--- src/rtl/core/tilp_pkg.sv ---
`timescale 1ns / 1ps

package tilp_pkg;

	localparam int MAG_W = 64;
	localparam int ACC_W = MAG_W + 4;
	localparam int LEN_W = 16;
	localparam logic [LEN_W-1:0] LEN_CAP = '1;
	localparam logic [ACC_W-1:0] TOP_BIT = ACC_W'(1) << (MAG_W - 1);

	typedef enum logic [1:0] {
		MODE_DEC = 2'd0,
		MODE_HEX = 2'd1,
		MODE_OCT = 2'd2,
		MODE_BIN = 2'd3
	} mode_t;

	typedef enum logic [2:0] {
		ST_OK         = 3'd0,
		ST_UNDERSCORE = 3'd1,
		ST_LEAD_ZERO  = 3'd2,
		ST_RANGE      = 3'd3,
		ST_NO_DIGITS  = 3'd4
	} status_t;

	// Character class as seen by the back end
	typedef struct packed {
		logic       last;
		logic       is_digit;
		logic [3:0] dval;
		logic       is_us;
		logic       is_plus;
		logic       is_minus;
		logic       is_pfx;
		mode_t      pfx_mode;
	} chr_t;

	function automatic chr_t classify(input logic [7:0] c, input logic lst);
		chr_t r;
		r          = '0;
		r.last     = lst;
		r.pfx_mode = MODE_DEC;
		if (c >= "0" && c <= "9") begin
			r.is_digit = 1'b1;
			r.dval     = 4'(c - "0");
		end else if (c >= "A" && c <= "F") begin
			r.is_digit = 1'b1;
			r.dval     = 4'(c - "A" + 8'd10);
		end else if (c >= "a" && c <= "f") begin
			r.is_digit = 1'b1;
			r.dval     = 4'(c - "a" + 8'd10);
		end
		r.is_us    = (c == "_");
		r.is_plus  = (c == "+");
		r.is_minus = (c == "-");
		case (c)
			"x": begin
				r.is_pfx   = 1'b1;
				r.pfx_mode = MODE_HEX;
			end
			"o": begin
				r.is_pfx   = 1'b1;
				r.pfx_mode = MODE_OCT;
			end
			"b": begin
				r.is_pfx   = 1'b1;
				r.pfx_mode = MODE_BIN;
			end
			default: begin
				r.is_pfx   = 1'b0;
			end
		endcase
		return r;
	endfunction

endpackage

--- src/rtl/core/tilp_if.sv ---
`timescale 1ns / 1ps

interface tilp_char_if;
	logic       valid;
	logic       ready;
	logic [7:0] ch;
	logic       last;

	modport source (output valid, output ch, output last, input ready);
	modport sink (input valid, input ch, input last, output ready);
endinterface

interface tilp_num_if;
	logic                        valid;
	logic                        ready;
	logic signed [63:0]          value;
	logic [15:0]                 num_length;
	logic [2:0]                  status;
	logic                        was_radix;

	modport source (output valid, output value, output num_length, output status,
		output was_radix, input ready);
	modport sink (input valid, input value, input num_length, input status,
		input was_radix, output ready);
endinterface

--- src/rtl/core/tilp_front.sv ---
`timescale 1ns / 1ps

module tilp_front (
	input  logic             clk,
	input  logic             arst_n,
	tilp_char_if.sink        token,
	output logic             push,
	output tilp_pkg::chr_t   push_data,
	input  logic             q_ready
);

	logic            v_s1;
	tilp_pkg::chr_t  chr_s1;

	assign token.ready = !v_s1 || q_ready;
	assign push        = v_s1 && q_ready;
	assign push_data   = chr_s1;

	// Hold the valid flag of the classify stage
	always_ff @(posedge clk or negedge arst_n) begin
		if (!arst_n) begin
			v_s1 <= 1'b0;
		end else if (token.ready) begin
			v_s1 <= token.valid;
		end
	end

	// Classify each accepted word
	always_ff @(posedge clk) begin
		if (token.valid && token.ready) begin
			chr_s1 <= tilp_pkg::classify(token.ch, token.last);
		end
	end

endmodule

--- src/rtl/core/tilp_queue.sv ---
`timescale 1ns / 1ps

module tilp_queue (
	input  logic             clk,
	input  logic             arst_n,
	input  logic             push,
	input  tilp_pkg::chr_t   push_data,
	output logic             q_ready,
	input  logic             pop,
	output logic             q_valid,
	output tilp_pkg::chr_t   pop_data
);

	tilp_pkg::chr_t  mem_q [2];
	logic            wr_ptr_q;
	logic            rd_ptr_q;
	logic [1:0]      cnt_q;

	assign q_ready  = (cnt_q != 2'd2);
	assign q_valid  = (cnt_q != 2'd0);
	assign pop_data = mem_q[rd_ptr_q];

	// Advance pointers and occupancy
	always_ff @(posedge clk or negedge arst_n) begin
		if (!arst_n) begin
			wr_ptr_q <= 1'b0;
			rd_ptr_q <= 1'b0;
			cnt_q    <= 2'd0;
		end else begin
			if (push) begin
				wr_ptr_q <= !wr_ptr_q;
			end
			if (pop) begin
				rd_ptr_q <= !rd_ptr_q;
			end
			case ({push, pop})
				2'b10:   cnt_q <= cnt_q + 2'd1;
				2'b01:   cnt_q <= cnt_q - 2'd1;
				default: cnt_q <= cnt_q;
			endcase
		end
	end

	// Store entries
	always_ff @(posedge clk) begin
		if (push) begin
			mem_q[wr_ptr_q] <= push_data;
		end
	end

endmodule

--- src/rtl/core/tilp_back.sv ---
`timescale 1ns / 1ps

module tilp_back (
	input  logic             clk,
	input  logic             arst_n,
	input  logic             q_valid,
	input  tilp_pkg::chr_t   pop_data,
	output logic             pop,
	tilp_num_if.source       number
);

	// Token state
	logic [15:0]      pos_q;
	logic             ended_q;
	tilp_pkg::mode_t  mode_q;
	logic             neg_q;
	logic [63:0]      mag_q;
	logic [15:0]      dcnt_q;
	logic             pus_q;
	logic             err_us_q;
	logic             err_ovf_q;
	logic             err_lead_q;
	logic             fz_q;
	logic             ls_q;

	// Next values
	logic [15:0]      pos_n;
	logic             ended_n;
	tilp_pkg::mode_t  mode_n;
	logic             neg_n;
	logic [63:0]      mag_n;
	logic [15:0]      dcnt_n;
	logic             pus_n;
	logic             err_us_n;
	logic             err_ovf_n;
	logic             err_lead_n;
	logic             fz_n;
	logic             ls_n;

	logic             counted;
	logic             digit_ok;
	logic             take_digit;
	logic [67:0]      acc;
	tilp_pkg::chr_t   c;

	// Finish stage
	logic             fin_v_s2;
	logic [63:0]      mag_s2;
	logic [15:0]      pos_s2;
	logic             dec_s2;
	logic             neg_s2;
	logic             us_s2;
	logic             lz_s2;
	logic             lead_s2;
	logic             ovf_s2;
	logic             nod_s2;

	logic             out_v_q;
	logic             out_load;
	logic             fin_free;
	tilp_pkg::status_t st;

	assign c        = pop_data;
	assign out_load = fin_v_s2 && (!out_v_q || number.ready);
	assign fin_free = !fin_v_s2 || out_load;
	assign pop      = q_valid && (!c.last || fin_free);

	// Check the digit against the current radix
	always_comb begin
		case (mode_q)
			tilp_pkg::MODE_DEC: digit_ok = c.is_digit && (c.dval < 4'd10);
			tilp_pkg::MODE_HEX: digit_ok = c.is_digit;
			tilp_pkg::MODE_OCT: digit_ok = c.is_digit && (c.dval < 4'd8);
			tilp_pkg::MODE_BIN: digit_ok = c.is_digit && (c.dval < 4'd2);
			default:            digit_ok = 1'b0;
		endcase
	end

	// Multiply the magnitude by the base and add the digit
	always_comb begin
		case (mode_q)
			tilp_pkg::MODE_DEC: acc = {1'b0, mag_q, 3'b000} + {3'b000, mag_q, 1'b0}
				+ {64'd0, c.dval};
			tilp_pkg::MODE_HEX: acc = {mag_q, 4'b0000} + {64'd0, c.dval};
			tilp_pkg::MODE_OCT: acc = {1'b0, mag_q, 3'b000} + {64'd0, c.dval};
			tilp_pkg::MODE_BIN: acc = {3'b000, mag_q, 1'b0} + {64'd0, c.dval};
			default:            acc = '0;
		endcase
	end

	// Update token state for one word
	always_comb begin
		pos_n      = pos_q;
		ended_n    = ended_q;
		mode_n     = mode_q;
		neg_n      = neg_q;
		mag_n      = mag_q;
		dcnt_n     = dcnt_q;
		pus_n      = pus_q;
		err_us_n   = err_us_q;
		err_ovf_n  = err_ovf_q;
		err_lead_n = err_lead_q;
		fz_n       = fz_q;
		ls_n       = ls_q;
		counted    = 1'b0;
		take_digit = 1'b0;
		if (!ended_q) begin
			counted = 1'b1;
			if (pos_q == 16'd0) begin
				if (c.is_plus || c.is_minus) begin
					ls_n  = 1'b1;
					neg_n = c.is_minus;
				end else if (digit_ok) begin
					take_digit = 1'b1;
				end else if (c.is_us) begin
					err_us_n = 1'b1;
					pus_n    = 1'b1;
				end else begin
					err_lead_n = 1'b1;
				end
			end else if (mode_q == tilp_pkg::MODE_DEC && pos_q == 16'd1 && fz_q
				&& dcnt_q == 16'd1 && !ls_q && c.is_pfx) begin
				mode_n = c.pfx_mode;
				mag_n  = '0;
				dcnt_n = '0;
				fz_n   = 1'b0;
			end else if (digit_ok) begin
				take_digit = 1'b1;
				pus_n      = 1'b0;
			end else if (c.is_us) begin
				if (pus_q || (mode_q == tilp_pkg::MODE_DEC && pos_q == 16'd1 && ls_q)
					|| (mode_q != tilp_pkg::MODE_DEC && pos_q == 16'd2)) begin
					err_us_n = 1'b1;
				end
				pus_n = 1'b1;
			end else begin
				ended_n = 1'b1;
				counted = 1'b0;
			end
			if (take_digit) begin
				if (dcnt_q == 16'd0) begin
					fz_n = (c.dval == 4'd0);
				end
				if (dcnt_q != tilp_pkg::LEN_CAP) begin
					dcnt_n = dcnt_q + 16'd1;
				end
				if (!err_ovf_q) begin
					if (acc > tilp_pkg::TOP_BIT) begin
						err_ovf_n = 1'b1;
					end else begin
						mag_n = acc[63:0];
					end
				end
			end
			if (counted && pos_q != tilp_pkg::LEN_CAP) begin
				pos_n = pos_q + 16'd1;
			end
		end
	end

	// Hold token state; drop it after the last word
	always_ff @(posedge clk or negedge arst_n) begin
		if (!arst_n) begin
			pos_q      <= '0;
			ended_q    <= 1'b0;
			mode_q     <= tilp_pkg::MODE_DEC;
			neg_q      <= 1'b0;
			mag_q      <= '0;
			dcnt_q     <= '0;
			pus_q      <= 1'b0;
			err_us_q   <= 1'b0;
			err_ovf_q  <= 1'b0;
			err_lead_q <= 1'b0;
			fz_q       <= 1'b0;
			ls_q       <= 1'b0;
		end else if (pop) begin
			if (c.last) begin
				pos_q      <= '0;
				ended_q    <= 1'b0;
				mode_q     <= tilp_pkg::MODE_DEC;
				neg_q      <= 1'b0;
				mag_q      <= '0;
				dcnt_q     <= '0;
				pus_q      <= 1'b0;
				err_us_q   <= 1'b0;
				err_ovf_q  <= 1'b0;
				err_lead_q <= 1'b0;
				fz_q       <= 1'b0;
				ls_q       <= 1'b0;
			end else begin
				pos_q      <= pos_n;
				ended_q    <= ended_n;
				mode_q     <= mode_n;
				neg_q      <= neg_n;
				mag_q      <= mag_n;
				dcnt_q     <= dcnt_n;
				pus_q      <= pus_n;
				err_us_q   <= err_us_n;
				err_ovf_q  <= err_ovf_n;
				err_lead_q <= err_lead_n;
				fz_q       <= fz_n;
				ls_q       <= ls_n;
			end
		end
	end

	// Finish stage valid
	always_ff @(posedge clk or negedge arst_n) begin
		if (!arst_n) begin
			fin_v_s2 <= 1'b0;
		end else if (fin_free) begin
			fin_v_s2 <= pop && c.last;
		end
	end

	// Capture the closing snapshot of a token
	always_ff @(posedge clk) begin
		if (pop && c.last) begin
			mag_s2  <= mag_n;
			pos_s2  <= pos_n;
			dec_s2  <= (mode_n == tilp_pkg::MODE_DEC);
			neg_s2  <= neg_n;
			us_s2   <= err_us_n || pus_n;
			lz_s2   <= (mode_n == tilp_pkg::MODE_DEC) && fz_n && (dcnt_n >= 16'd2);
			lead_s2 <= err_lead_n;
			ovf_s2  <= err_ovf_n;
			nod_s2  <= (dcnt_n == 16'd0);
		end
	end

	// Pick the status in priority order
	always_comb begin
		if (us_s2) begin
			st = tilp_pkg::ST_UNDERSCORE;
		end else if (lz_s2) begin
			st = tilp_pkg::ST_LEAD_ZERO;
		end else if (lead_s2) begin
			st = tilp_pkg::ST_NO_DIGITS;
		end else if (ovf_s2 || (mag_s2[63] && !(dec_s2 && neg_s2))) begin
			st = tilp_pkg::ST_RANGE;
		end else if (nod_s2) begin
			st = tilp_pkg::ST_NO_DIGITS;
		end else begin
			st = tilp_pkg::ST_OK;
		end
	end

	// Output register valid
	always_ff @(posedge clk or negedge arst_n) begin
		if (!arst_n) begin
			out_v_q <= 1'b0;
		end else if (out_load) begin
			out_v_q <= 1'b1;
		end else if (number.ready) begin
			out_v_q <= 1'b0;
		end
	end

	// Output register payload
	always_ff @(posedge clk) begin
		if (out_load) begin
			if (st != tilp_pkg::ST_OK) begin
				number.value <= '0;
			end else if (dec_s2 && neg_s2) begin
				number.value <= -$signed(mag_s2);
			end else begin
				number.value <= $signed(mag_s2);
			end
			number.num_length <= pos_s2;
			number.status     <= st;
			number.was_radix  <= !dec_s2;
		end
	end

	assign number.valid = out_v_q;

endmodule

--- src/rtl/core/toml_integer_literal_parser.sv ---
`timescale 1ns / 1ps

// Path: last word -> classify register -> queue -> finish stage -> output register.
// Throughput: one character per cycle unless stalled by back-pressure; the token state
// update (constant-base multiply-add and overflow compare) is combinational per character.
// Reset: arst_n clears all control and token state at once; no clearing pass.
// A two-entry queue decouples character classification from the token state.
module toml_integer_literal_parser (
	input  logic        clk,
	input  logic        arst_n,
	tilp_char_if.sink   token,
	tilp_num_if.source  number
);

	logic            push;
	tilp_pkg::chr_t  push_data;
	logic            q_ready;
	logic            pop;
	logic            q_valid;
	tilp_pkg::chr_t  pop_data;

	tilp_front u_front (
		.clk       (clk),
		.arst_n    (arst_n),
		.token     (token),
		.push      (push),
		.push_data (push_data),
		.q_ready   (q_ready)
	);

	tilp_queue u_queue (
		.clk       (clk),
		.arst_n    (arst_n),
		.push      (push),
		.push_data (push_data),
		.q_ready   (q_ready),
		.pop       (pop),
		.q_valid   (q_valid),
		.pop_data  (pop_data)
	);

	tilp_back u_back (
		.clk      (clk),
		.arst_n   (arst_n),
		.q_valid  (q_valid),
		.pop_data (pop_data),
		.pop      (pop),
		.number   (number)
	);

endmodule
--- src/flat_wrapper.sv ---
// flat-port wrapper written by rule: the top's interface ports become plain ports
module toml_integer_literal_parser_flat 
  (clk, arst_n, token_valid, token_ch, token_last, token_ready, number_valid, number_value, number_num_length, number_status, number_was_radix, number_ready);
  tilp_char_if token_i ();
  tilp_num_if number_i ();
  input  logic clk;
  input  logic arst_n;
  input wire logic [$bits(token_i.valid)-1:0] token_valid;
  input wire logic [$bits(token_i.ch)-1:0] token_ch;
  input wire logic [$bits(token_i.last)-1:0] token_last;
  output wire logic [$bits(token_i.ready)-1:0] token_ready;
  output wire logic [$bits(number_i.valid)-1:0] number_valid;
  output wire logic [$bits(number_i.value)-1:0] number_value;
  output wire logic [$bits(number_i.num_length)-1:0] number_num_length;
  output wire logic [$bits(number_i.status)-1:0] number_status;
  output wire logic [$bits(number_i.was_radix)-1:0] number_was_radix;
  input wire logic [$bits(number_i.ready)-1:0] number_ready;
  assign token_i.valid = token_valid;
  assign token_i.ch = token_ch;
  assign token_i.last = token_last;
  assign token_ready = token_i.ready;
  assign number_valid = number_i.valid;
  assign number_value = number_i.value;
  assign number_num_length = number_i.num_length;
  assign number_status = number_i.status;
  assign number_was_radix = number_i.was_radix;
  assign number_i.ready = number_ready;
  toml_integer_literal_parser u_core (.clk(clk), .arst_n(arst_n), .token(token_i), .number(number_i));
endmodule
--- config.mk ---
export PLATFORM = sky130hd
export DESIGN_NAME = toml_integer_literal_parser_flat
export DESIGN_NICKNAME = d
export VERILOG_FILES = /design/src/rtl/core/tilp_pkg.sv /design/src/rtl/core/tilp_if.sv /design/src/rtl/core/tilp_front.sv /design/src/rtl/core/tilp_queue.sv /design/src/rtl/core/tilp_back.sv /design/src/rtl/core/toml_integer_literal_parser.sv /design/src/flat_wrapper.sv
export SDC_FILE = /design/constraint.sdc
export NUM_CORES = 1
export LEC_CHECK = 0
export BUFFER_PORTS_ARGS = -buffer_cell sky130_fd_sc_hd__buf_2
export CORE_ASPECT_RATIO = 1.75
export CORE_MARGIN = 2
export CORE_UTILIZATION = 55
export CTS_CLUSTER_DIAMETER = 30
export DETAILED_ROUTE_END_ITERATION = 10
export HOLD_SLACK_MARGIN = 0.05
export PLACE_DENSITY = 0.82
export SYNTH_ARGS = -nofsm -noshare
export SYNTH_HDL_FRONTEND = slang
export SYNTH_SLANG_ARGS = --single-unit
--- constraint.sdc ---
create_clock -name clk -period 6.12 [get_ports clk]
set_clock_uncertainty 0.05 [all_clocks]
set_input_delay 0 -clock clk [delete_from_list [all_inputs] [get_ports clk]]
set_output_delay 0 -clock clk [all_outputs]
set_load 0.02 [all_outputs]
==> flow_summary_export.csv, run 1 <==
group,metric,value,unit
yosys,yosysMostFrequentCell,"nand2_1",
die,fp.dieH,286.4,µm
global_route,track_usage,57.23,%
placement,io_buffers,98,
placement,dp_hpwl,90610,µm
cts,cts_sinks,320,
yosys,ys_warn_count,0,
yosys,ys_types,99,
yosys,ys_ff_latch,320,
status,error_line,"[ERROR GRT-0116] Global routing finished with congestion. Check the congestion regions in the DRC Viewer.",
yosys,synth_top_area_cell,"edfxtp_1",
yosys,synth_mux_area_share,1.608,%
yosys,syn_inst,2835,
global_route,grt_max_degree,90,
yosys,avgSynthCellArea,8.838,µm²
yosys,synth_edf_count,207,
yosys,synth_ff_type,"edfxtp_1",
cts,root_buffer,"clkbuf_16",
die,rows,103,
yosys,synth_area_leaders,"edfxtp_1, dfrtp_1, ha_1",
yosys,synth_compound_area_share,22.31,%
cts,cts_buffers,40,
yosys,syn-num-nets,2994,
yosys,synth_area,25060,µm²
die,initial_core_util,55.55,%
yosys,ys_seq_area_share,36.09,%
yosys,synth_adder_area_share,7.381,%
yosys,synthSimpleGateAreaFrac,20.98,%
yosys,synth-async-reset-ratio,35.31,%
placement,pre_cts_ws,-666.9,ps
status,status,"did not finish",
cts,htree_num_levels,2,
die,io_pins,99,
yosys,synthXorXnorAreaFrac,7.376,%
status,stop_stage,"5_1_grt",
cts,clockBufferDepth,3,
yosys,synth_commonest_cells,"nand2_1, nor2_1, edfxtp_1",
yosys,synth_top_area_share,24.81,%
global_route,grt_pass1_vias,28810,
placement,gp_congestion,1.132,
die,die_w,165.3,µm
yosys,synth_top_family_by_area,"compound AO/OA/AOI/OAI gates",
global_route,grt_remaining_overflow,29,
global_route,grt_pass1_wl,196800,µm
layer usage:
layer	global-route usage [%]	GRT overflow
met4	60.71	15
met1	55.91	0
met5	4.123	0
met2	82.30	14
met3	29.38	0
kinds of logic after synthesis:
logic type,after synthesis
flip-flops,320
buffers and inverters,257
AO/OA/AOI/OAI,809
XOR/XNOR,211
multiplexers,36
adder cells (fa/ha/maj),146
AND/OR/NAND/NOR,1056
stage by stage:
step	cell area (µm²)	instances
4_1_cts	29210	3665
3_3_place_gp	27530	3565
3_5_place_dp	27530	3565
2_1_floorplan	25060	2835
timing repair:
item | in CTS
hold endpoints to repair | 78
pin swaps | 3
setup endpoints to repair | 130
cloned | 1
resized for setup | 10
hold buffers | 22
buffers inserted | 3
==> run 2: changes to the inputs <==
--- a/config.mk
+++ b/config.mk
@@ -6,13 +6,10 @@
 export NUM_CORES = 1
 export LEC_CHECK = 0
 export BUFFER_PORTS_ARGS = -buffer_cell sky130_fd_sc_hd__buf_2
-export CORE_ASPECT_RATIO = 1.75
 export CORE_MARGIN = 2
-export CORE_UTILIZATION = 55
-export CTS_CLUSTER_DIAMETER = 30
+export CORE_UTILIZATION = 40
 export DETAILED_ROUTE_END_ITERATION = 10
-export HOLD_SLACK_MARGIN = 0.05
-export PLACE_DENSITY = 0.82
+export PLACE_DENSITY_LB_ADDON = 0.15
 export SYNTH_ARGS = -nofsm -noshare
 export SYNTH_HDL_FRONTEND = slang
 export SYNTH_SLANG_ARGS = --single-unit
==> constraint.sdc (replaced) <==
create_clock -name clk -period 7.95 [get_ports clk]
set_clock_uncertainty 0.05 [all_clocks]
set_input_delay 0 -clock clk [delete_from_list [all_inputs] [get_ports clk]]
set_output_delay 0 -clock clk [all_outputs]
set_load 0.02 [all_outputs]
==> run 2 against run 1 <==
  * The run now ends clean
  * Synthesized area stayed put
  * Synthesized cell count stayed put
==> flow_summary_export.csv, run 2 <==
group,metric,value,unit
sta,rsz0062_at_grt,"no",
yosys,synth_top_area_share,24.81,%
placement,pre_cts_ws,988.2,ps
global_route,grt_pass1_wl,140100,µm
placement,gp_congestion,1.023,
global_route,grt_max_degree,76,
cells_and_area,seq_area,9045,µm²
routing,drt-initial-drc-count,2495,
global_route,antenna_found_initial,2,
setup_path,crit_required,8180,ps
setup_path,crit_path_start_kind,"register",
sta,setup_viol,0,
cells_and_area,fin_cells,3713,
die,fp.dieH,254.3,µm
run,max_cap_viol_count,0,
worst_hold_path,min_path_type,"in2async",
sta,finalWorstSetupSlack,751.3,ps
cts,clk_latency,530,ps
routing,vias_per_cell,6.381,
global_route,track_usage,28.36,%
placement,dpl_cell_area,26330,µm²
cells_and_area,drive_gt1_share,9.843,%
routing,drc,0,
die,io_pins,99,
yosys,ys_seq_area_share,36.09,%
die,die_w,254.3,µm
sta,period_share,90.55,%
yosys,synth_area_leaders,"edfxtp_1, dfrtp_1, ha_1",
placement,dp_hpwl,71730,µm
setup_path,cp_slowest_cell,"nor4b_2",
yosys,ys_types,99,
cells_and_area,biggestRegsByFlops,"u_core.u_back.mag_q x64, u_core.u_back.mag_s2 x64, u_core.u_back.number.value x64",
yosys,yosysMostFrequentCell,"nand2_1",
routing,routed_wl,93040,µm
cts,hold_buffers,20,
power_and_ir_drop,peakVddDrop,0.1671,mV
global_route,grt_pass1_vias,22250,
yosys,syn-num-nets,2994,
routing,first_pass_iters,6,
cells_and_area,finalInstanceArea,27700,µm²
die,rows,91,
sta,min_period,7199,ps
cells_and_area,final_cell_mix,"nand2_1, nor2_1, edfxtp_1",
setup_path,cp.arrival,7430,ps
setup_path,critical_path_class,"reg2reg",
placement,io_buffers,98,
cts,cts_sinks,320,
cts,cts_tree,"yes",
power_and_ir_drop,power,0.006886,W
yosys,synth_ff_type,"edfxtp_1",
status,status,"finished, final reports clean",
die,dieArea,64660,µm²
yosys,avgSynthCellArea,8.838,µm²
yosys,syn_inst,2835,
cells_and_area,area_growth,10.55,%
yosys,synth_edf_count,207,
setup_path,path_cells,"buf_4 -> mux2i_1 -> inv_1 -> fa_1 -> fa_1 -> nand3_1 -> a2111oi_0 -> a211oi_2 -> o22ai_1 -> o41a_1 -> nor4b_2 -> nand4_1 -> nor3_1 -> and4_1 -> nand4_1 -> o21ai_2 -> and3b_1 -> buf_4 -> nor2_4 -> buf_12 -> a22o_1",
die,coreArea,61830,µm²
yosys,ys_warn_count,0,
yosys,synth_area,25060,µm²
routing,ant_nets,0,
power_and_ir_drop,powerDensity,248.6,nW/µm²
routing,routedWlPerCell,25.06,µm
setup_path,end_kind,"register",
cts,path_clk_slew,60,ps
routing,dr_total_vias,23690,
yosys,ys_ff_latch,320,
setup_path,path_delay_family,"simple AND/OR/NAND/NOR gates",
sta,final_hold_viol_count,0,
setup_path,slowest_delay,1010,ps
die,initial_core_util,40.53,%
cts,post-cts-setup-buffers,0,
sta,relSlewSlack,12.80,%
cells_and_area,nFillCells,6017,
cts,clockBufferDepth,3,
placement,dp.cells,3631,
cts,cts-resized-gates,0,
sta,drv_slew,0,
global_route,grt_remaining_overflow,0,
power_and_ir_drop,p_leak,10.47,nW
cells_and_area,fin_nets,3009,
cts,root_buffer,"clkbuf_16",
yosys,synth-async-reset-ratio,35.31,%
yosys,synth_top_area_cell,"edfxtp_1",
setup_path,cp.buffers_inverters,4,
cells_and_area,multi_input_area,15010,µm²
sta,tns,0,ps
cts,cts_buffers,34,
cts,htree_num_levels,2,
sta,fmax,138.9,MHz
setup_path,critPathMaxFanout,32,
yosys,synth_commonest_cells,"nand2_1, nor2_1, edfxtp_1",
sta,tightestPinTransition,1303,ps
cells_and_area,mostFrequentLayoutCell,"nand2_1",
==> run 2: power breakdown <==
group	switching, W	internal (W)
Combinational	0.00175	0.000759
Sequential	0.000296	0.00240
Clock	0.000672	0.00101
==> run 2: final timing paths <==
kind / startpoint / end / slack (ps) / depth (start not counted)
worst min register to register: u_core.u_back.pos_s2[9] / u_core.u_back.number.num_length[9] / 370 / 0
worst max-delay path: u_core.u_queue.rd_ptr_q / u_core.u_back.mag_s2[59] / 750 / 21
max in group asynchronous: arst_n / u_core.u_back.mode_q[0] / 6350 / 3
worst min-delay path: arst_n / u_core.u_back.mag_q[62] / 130 / 2
min in group clk: token_last / u_core.u_front.push_data[11] / 160 / 2
worst max register to register: u_core.u_queue.rd_ptr_q / u_core.u_back.mag_s2[59] / 750 / 21
==> run 2: cell families (layout without fill, tap and decap cells) <==
family / Yosys count / after routing / synth area share, %
simple gates: 1056 / 1056 / 20.98
compound gates: 809 / 809 / 22.31
flops: 320 / 320 / 36.09
buf+inv: 257 / 297 / 4.250
xor+xnor: 211 / 211 / 7.376
fa+ha+maj: 146 / 146 / 7.381
mux: 36 / 36 / 1.608
other cells: 0 / 1 / 0
==> run 2: routing by layer <==
layer  up-vias  share of wire (%)  global-route usage, %
li1      10780                  -                      -
met1     11470                 45                  42.01
met2      1268                 41                  40.97
met3       175                 11                  6.185
met4         2                3.1                  8.487
met5         -              0.014                      0
==> run 2: stage by stage <==
step,hold WS [ps],util [%]
6_report,132.2,44.80
5_1_grt,175.0,44.80
4_1_cts,150.8,44.80
3_5_place_dp,96.93,42.58
3_3_place_gp,81.63,42.58
2_1_floorplan,-345.6,-
==> run 2: area by class of cell <==
class | count | share of cell area [%]
multi-input cells | 2258 | 54.19
flip-flops and latches | 320 | 32.66
repair buffers | 192 | 4.553
well taps | 837 | 3.781
clock buffers | 40 | 3.230
clock inverters | 21 | 0.9893
inverters | 44 | 0.5963
diodes | 1 | 0.009035
Power figures use the tool's default switching activity.
==> run 3: changes to the inputs <==
--- a/config.mk
+++ b/config.mk
@@ -9,6 +9,7 @@
 export CORE_MARGIN = 2
 export CORE_UTILIZATION = 40
 export DETAILED_ROUTE_END_ITERATION = 10
+export GPL_TIMING_DRIVEN = 0
 export PLACE_DENSITY_LB_ADDON = 0.15
 export SYNTH_ARGS = -nofsm -noshare
 export SYNTH_HDL_FRONTEND = slang
==> run 3 against run 2 <==
  * The run now ends with max-capacitance violations, max-slew violations, negative setup slack left
  * Combinational power up 13%
  * Global-route usage rose by 6.3 points
  * Hold slack lost 10 ps
  * Sequential cell count stayed put
  * Setup slack got worse by 770 ps
  * Critical path depth is 2 lower
  * Design area rose by 2.1%
  * Sequential power down 1%
  * Maximum frequency down 9.6%
  * Register-to-register slack got worse by 770 ps
  * Critical path type unchanged
  * Highest routed layer unchanged
==> flow_summary_export.csv, run 3 (same netlist as run 2, synthesis figures left out) <==
group,metric,value,unit
status,status,"finished, violations left",
status,violations,"max-capacitance violations, max-slew violations, negative setup slack",
power_and_ir_drop,clkPwrFrac,24.6,%
die,initial_core_util,40.53,%
setup_path,critical_path_class,"reg2reg",
sta,setup_viol,3,
cts,cts_buffers,38,
cells_and_area,fin_cells,3870,
sta,min_period,7965,ps
sta,period_share,100.2,%
routing,vias_per_cell,6.466,
global_route,grt_remaining_overflow,0,
cts,clockBufferDepth,3,
setup_path,end_kind,"register",
global_route,antenna_found_initial,1,
run,max_cap_viol_count,2,
placement,dp_hpwl,89750,µm
die,fp.dieH,254.3,µm
routing,routed_wl,114400,µm
power_and_ir_drop,power_frac_comb,38.9,%
sta,final_hold_viol_count,0,
setup_path,crit_path_start_kind,"register",
sta,drv_slew,11,
cells_and_area,fin_nets,3160,
placement,io_buffers,96,
cells_and_area,final_cell_mix,"nand2_1, nor2_1, edfxtp_1",
cells_and_area,nFillCells,6073,
cells_and_area,area_growth,12.89,%
cells_and_area,mostFrequentLayoutCell,"nand2_1",
routing,drc,0,
power_and_ir_drop,power,0.007291,W
power_and_ir_drop,p_sw,0.003055,W
routing,ant_nets,0,
placement,pre_cts_ws,-95.90,ps
routing,dr_total_vias,25020,
cells_and_area,multi_input_area,15020,µm²
cts,cts_tree,"yes",
die,die_w,254.3,µm
worst_hold_path,min_path_type,"in2reg",
setup_path,crit_required,8400,ps
routing,routedWlPerCell,29.55,µm
die,dieArea,64660,µm²
global_route,grt_max_degree,86,
die,io_pins,99,
power_and_ir_drop,powerDensity,257.8,nW/µm²
routing,drt-initial-drc-count,2803,
routing,first_pass_iters,6,
setup_path,cp.arrival,8410,ps
power_and_ir_drop,p_leak,10.69,nW
cts,htree_num_levels,2,
global_route,track_usage,34.65,%
sta,rsz0062_at_grt,"no",
die,coreArea,61830,µm²
sta,fmax,125.6,MHz
global_route,grt_pass1_vias,23150,
placement,dp.cells,3776,
cts,clk_latency,590,ps
sta,finalWorstSetupSlack,-14.97,ps
sta,hold-worst-slack,122.0,ps
sta,relSlewSlack,-5.089,%
sta,tightestPinTransition,1571,ps
power_and_ir_drop,internal_power,0.004236,W
cts,path_clk_slew,70,ps
cells_and_area,biggestRegsByFlops,"u_core.u_back.mag_q x64, u_core.u_back.mag_s2 x64, u_core.u_back.number.value x64",
die,rows,91,
global_route,grt_pass1_wl,162900,µm
power_and_ir_drop,peakVddDrop,0.1752,mV
cells_and_area,seq_area,9044,µm²
placement,gp_congestion,1.016,
cts,root_buffer,"clkbuf_16",
setup_path,critPathMaxFanout,10,
cells_and_area,drive_gt1_share,9.469,%
cts,cts_sinks,320,
power_and_ir_drop,netSwitchingFraction,41.90,%
power_and_ir_drop,p_seq_share,36.5,%
[run 3: changes by cell type in the layout (fill, tap and decap cells not counted), sizes merged, moves of 2 or more]
| cell | change |
|---|---|
| clkbuf | +158 |
| bufinv | -3 |
| clkinvlp | +3 |
| inv | -2 |
[run 3: repair_timing]
item                                   CTS  global route
endpoints found under the hold margin  135             0
resized for setup                        2             6
setup endpoints to repair               37           106
buffers inserted                         0             2
pin swaps                                0             2
hold buffers                            20             0
cloned                                   0             0
[run 3: final timing paths]
check                                   startpoint                                  to  slack (ps)  cells after the start
max                        u_core.u_queue.rd_ptr_q             u_core.u_back.mag_q[44]         -10                     19
min                                     token_last        u_core.u_front.push_data[11]         120                      2
max reg2reg                u_core.u_queue.rd_ptr_q             u_core.u_back.mag_q[44]         -10                     19
min reg2reg                u_core.u_back.pos_s2[3]  u_core.u_back.number.num_length[3]         370                      0
max in group asynchronous                   arst_n              u_core.u_back.pos_q[4]        6820                      4
min in group asynchronous                   arst_n             u_core.u_back.mag_q[36]         470                      4
[run 3: power groups by stage]
stage | sequential [W] | combinational, W | clock, W
3_5_place_dp | 0.00269 | 0.00278 | 0
4_1_cts | 0.00266 | 0.00280 | 0.00183
2_1_floorplan | 0.00287 | 0.00154 | 0
6_report | 0.00266 | 0.00283 | 0.00180
5_1_grt | 0.00272 | 0.00303 | 0.00189
3_3_place_gp | 0.00275 | 0.00271 | 0
[run 3: final cells by class]
type                            instances  share of cell area (%)
Antenna cell                            2                 0.01769
Buffer                                213                   3.181
Inverter                               44                  0.5839
Clock buffer                           51                   3.711
Clock inverter                         19                  0.7874
Sequential cell                       320                   31.97
Timing Repair Buffer                  126                   2.951
Multi-Input combinational cell       2258                   53.09
Tap cell                              837                   3.703
[run 3: layer usage]
layer  GRT usage [%]  routed length (µm)
met5               0                  12
met3           7.634               11970
met2           49.61               46550
met1           50.88               51200
met4           12.37                4629
[run 3: worst max-delay path, stage by stage (launching register included)]
cell and delay (ps):
dfrtp_1 330, clkbuf_1 400, mux2i_2 480, inv_1 210, fa_1 520, fa_1 500
nand3_1 190, a211oi_1 130, o211ai_1 440, nand3_1 290, a221oi_1 1210, a21oi_1 400
nand4b_1 290, nand3_1 200, nand4b_1 310, o21ai_2 170, and3b_1 290, o21ai_2 680
buf_2 490, a22o_1 260
[run 3: stage by stage]
step | utilization, % | setup TNS (ps) | area (µm²)
global route | 45.74 | 0 | 28280
detailed placement | 43.25 | -939.7 | 26740
global placement | 43.00 | -15040 | 26580
floorplan | - | 0 | 25060
finish | 45.75 | -20.07 | 28280
CTS | 45.67 | 0 | 28240
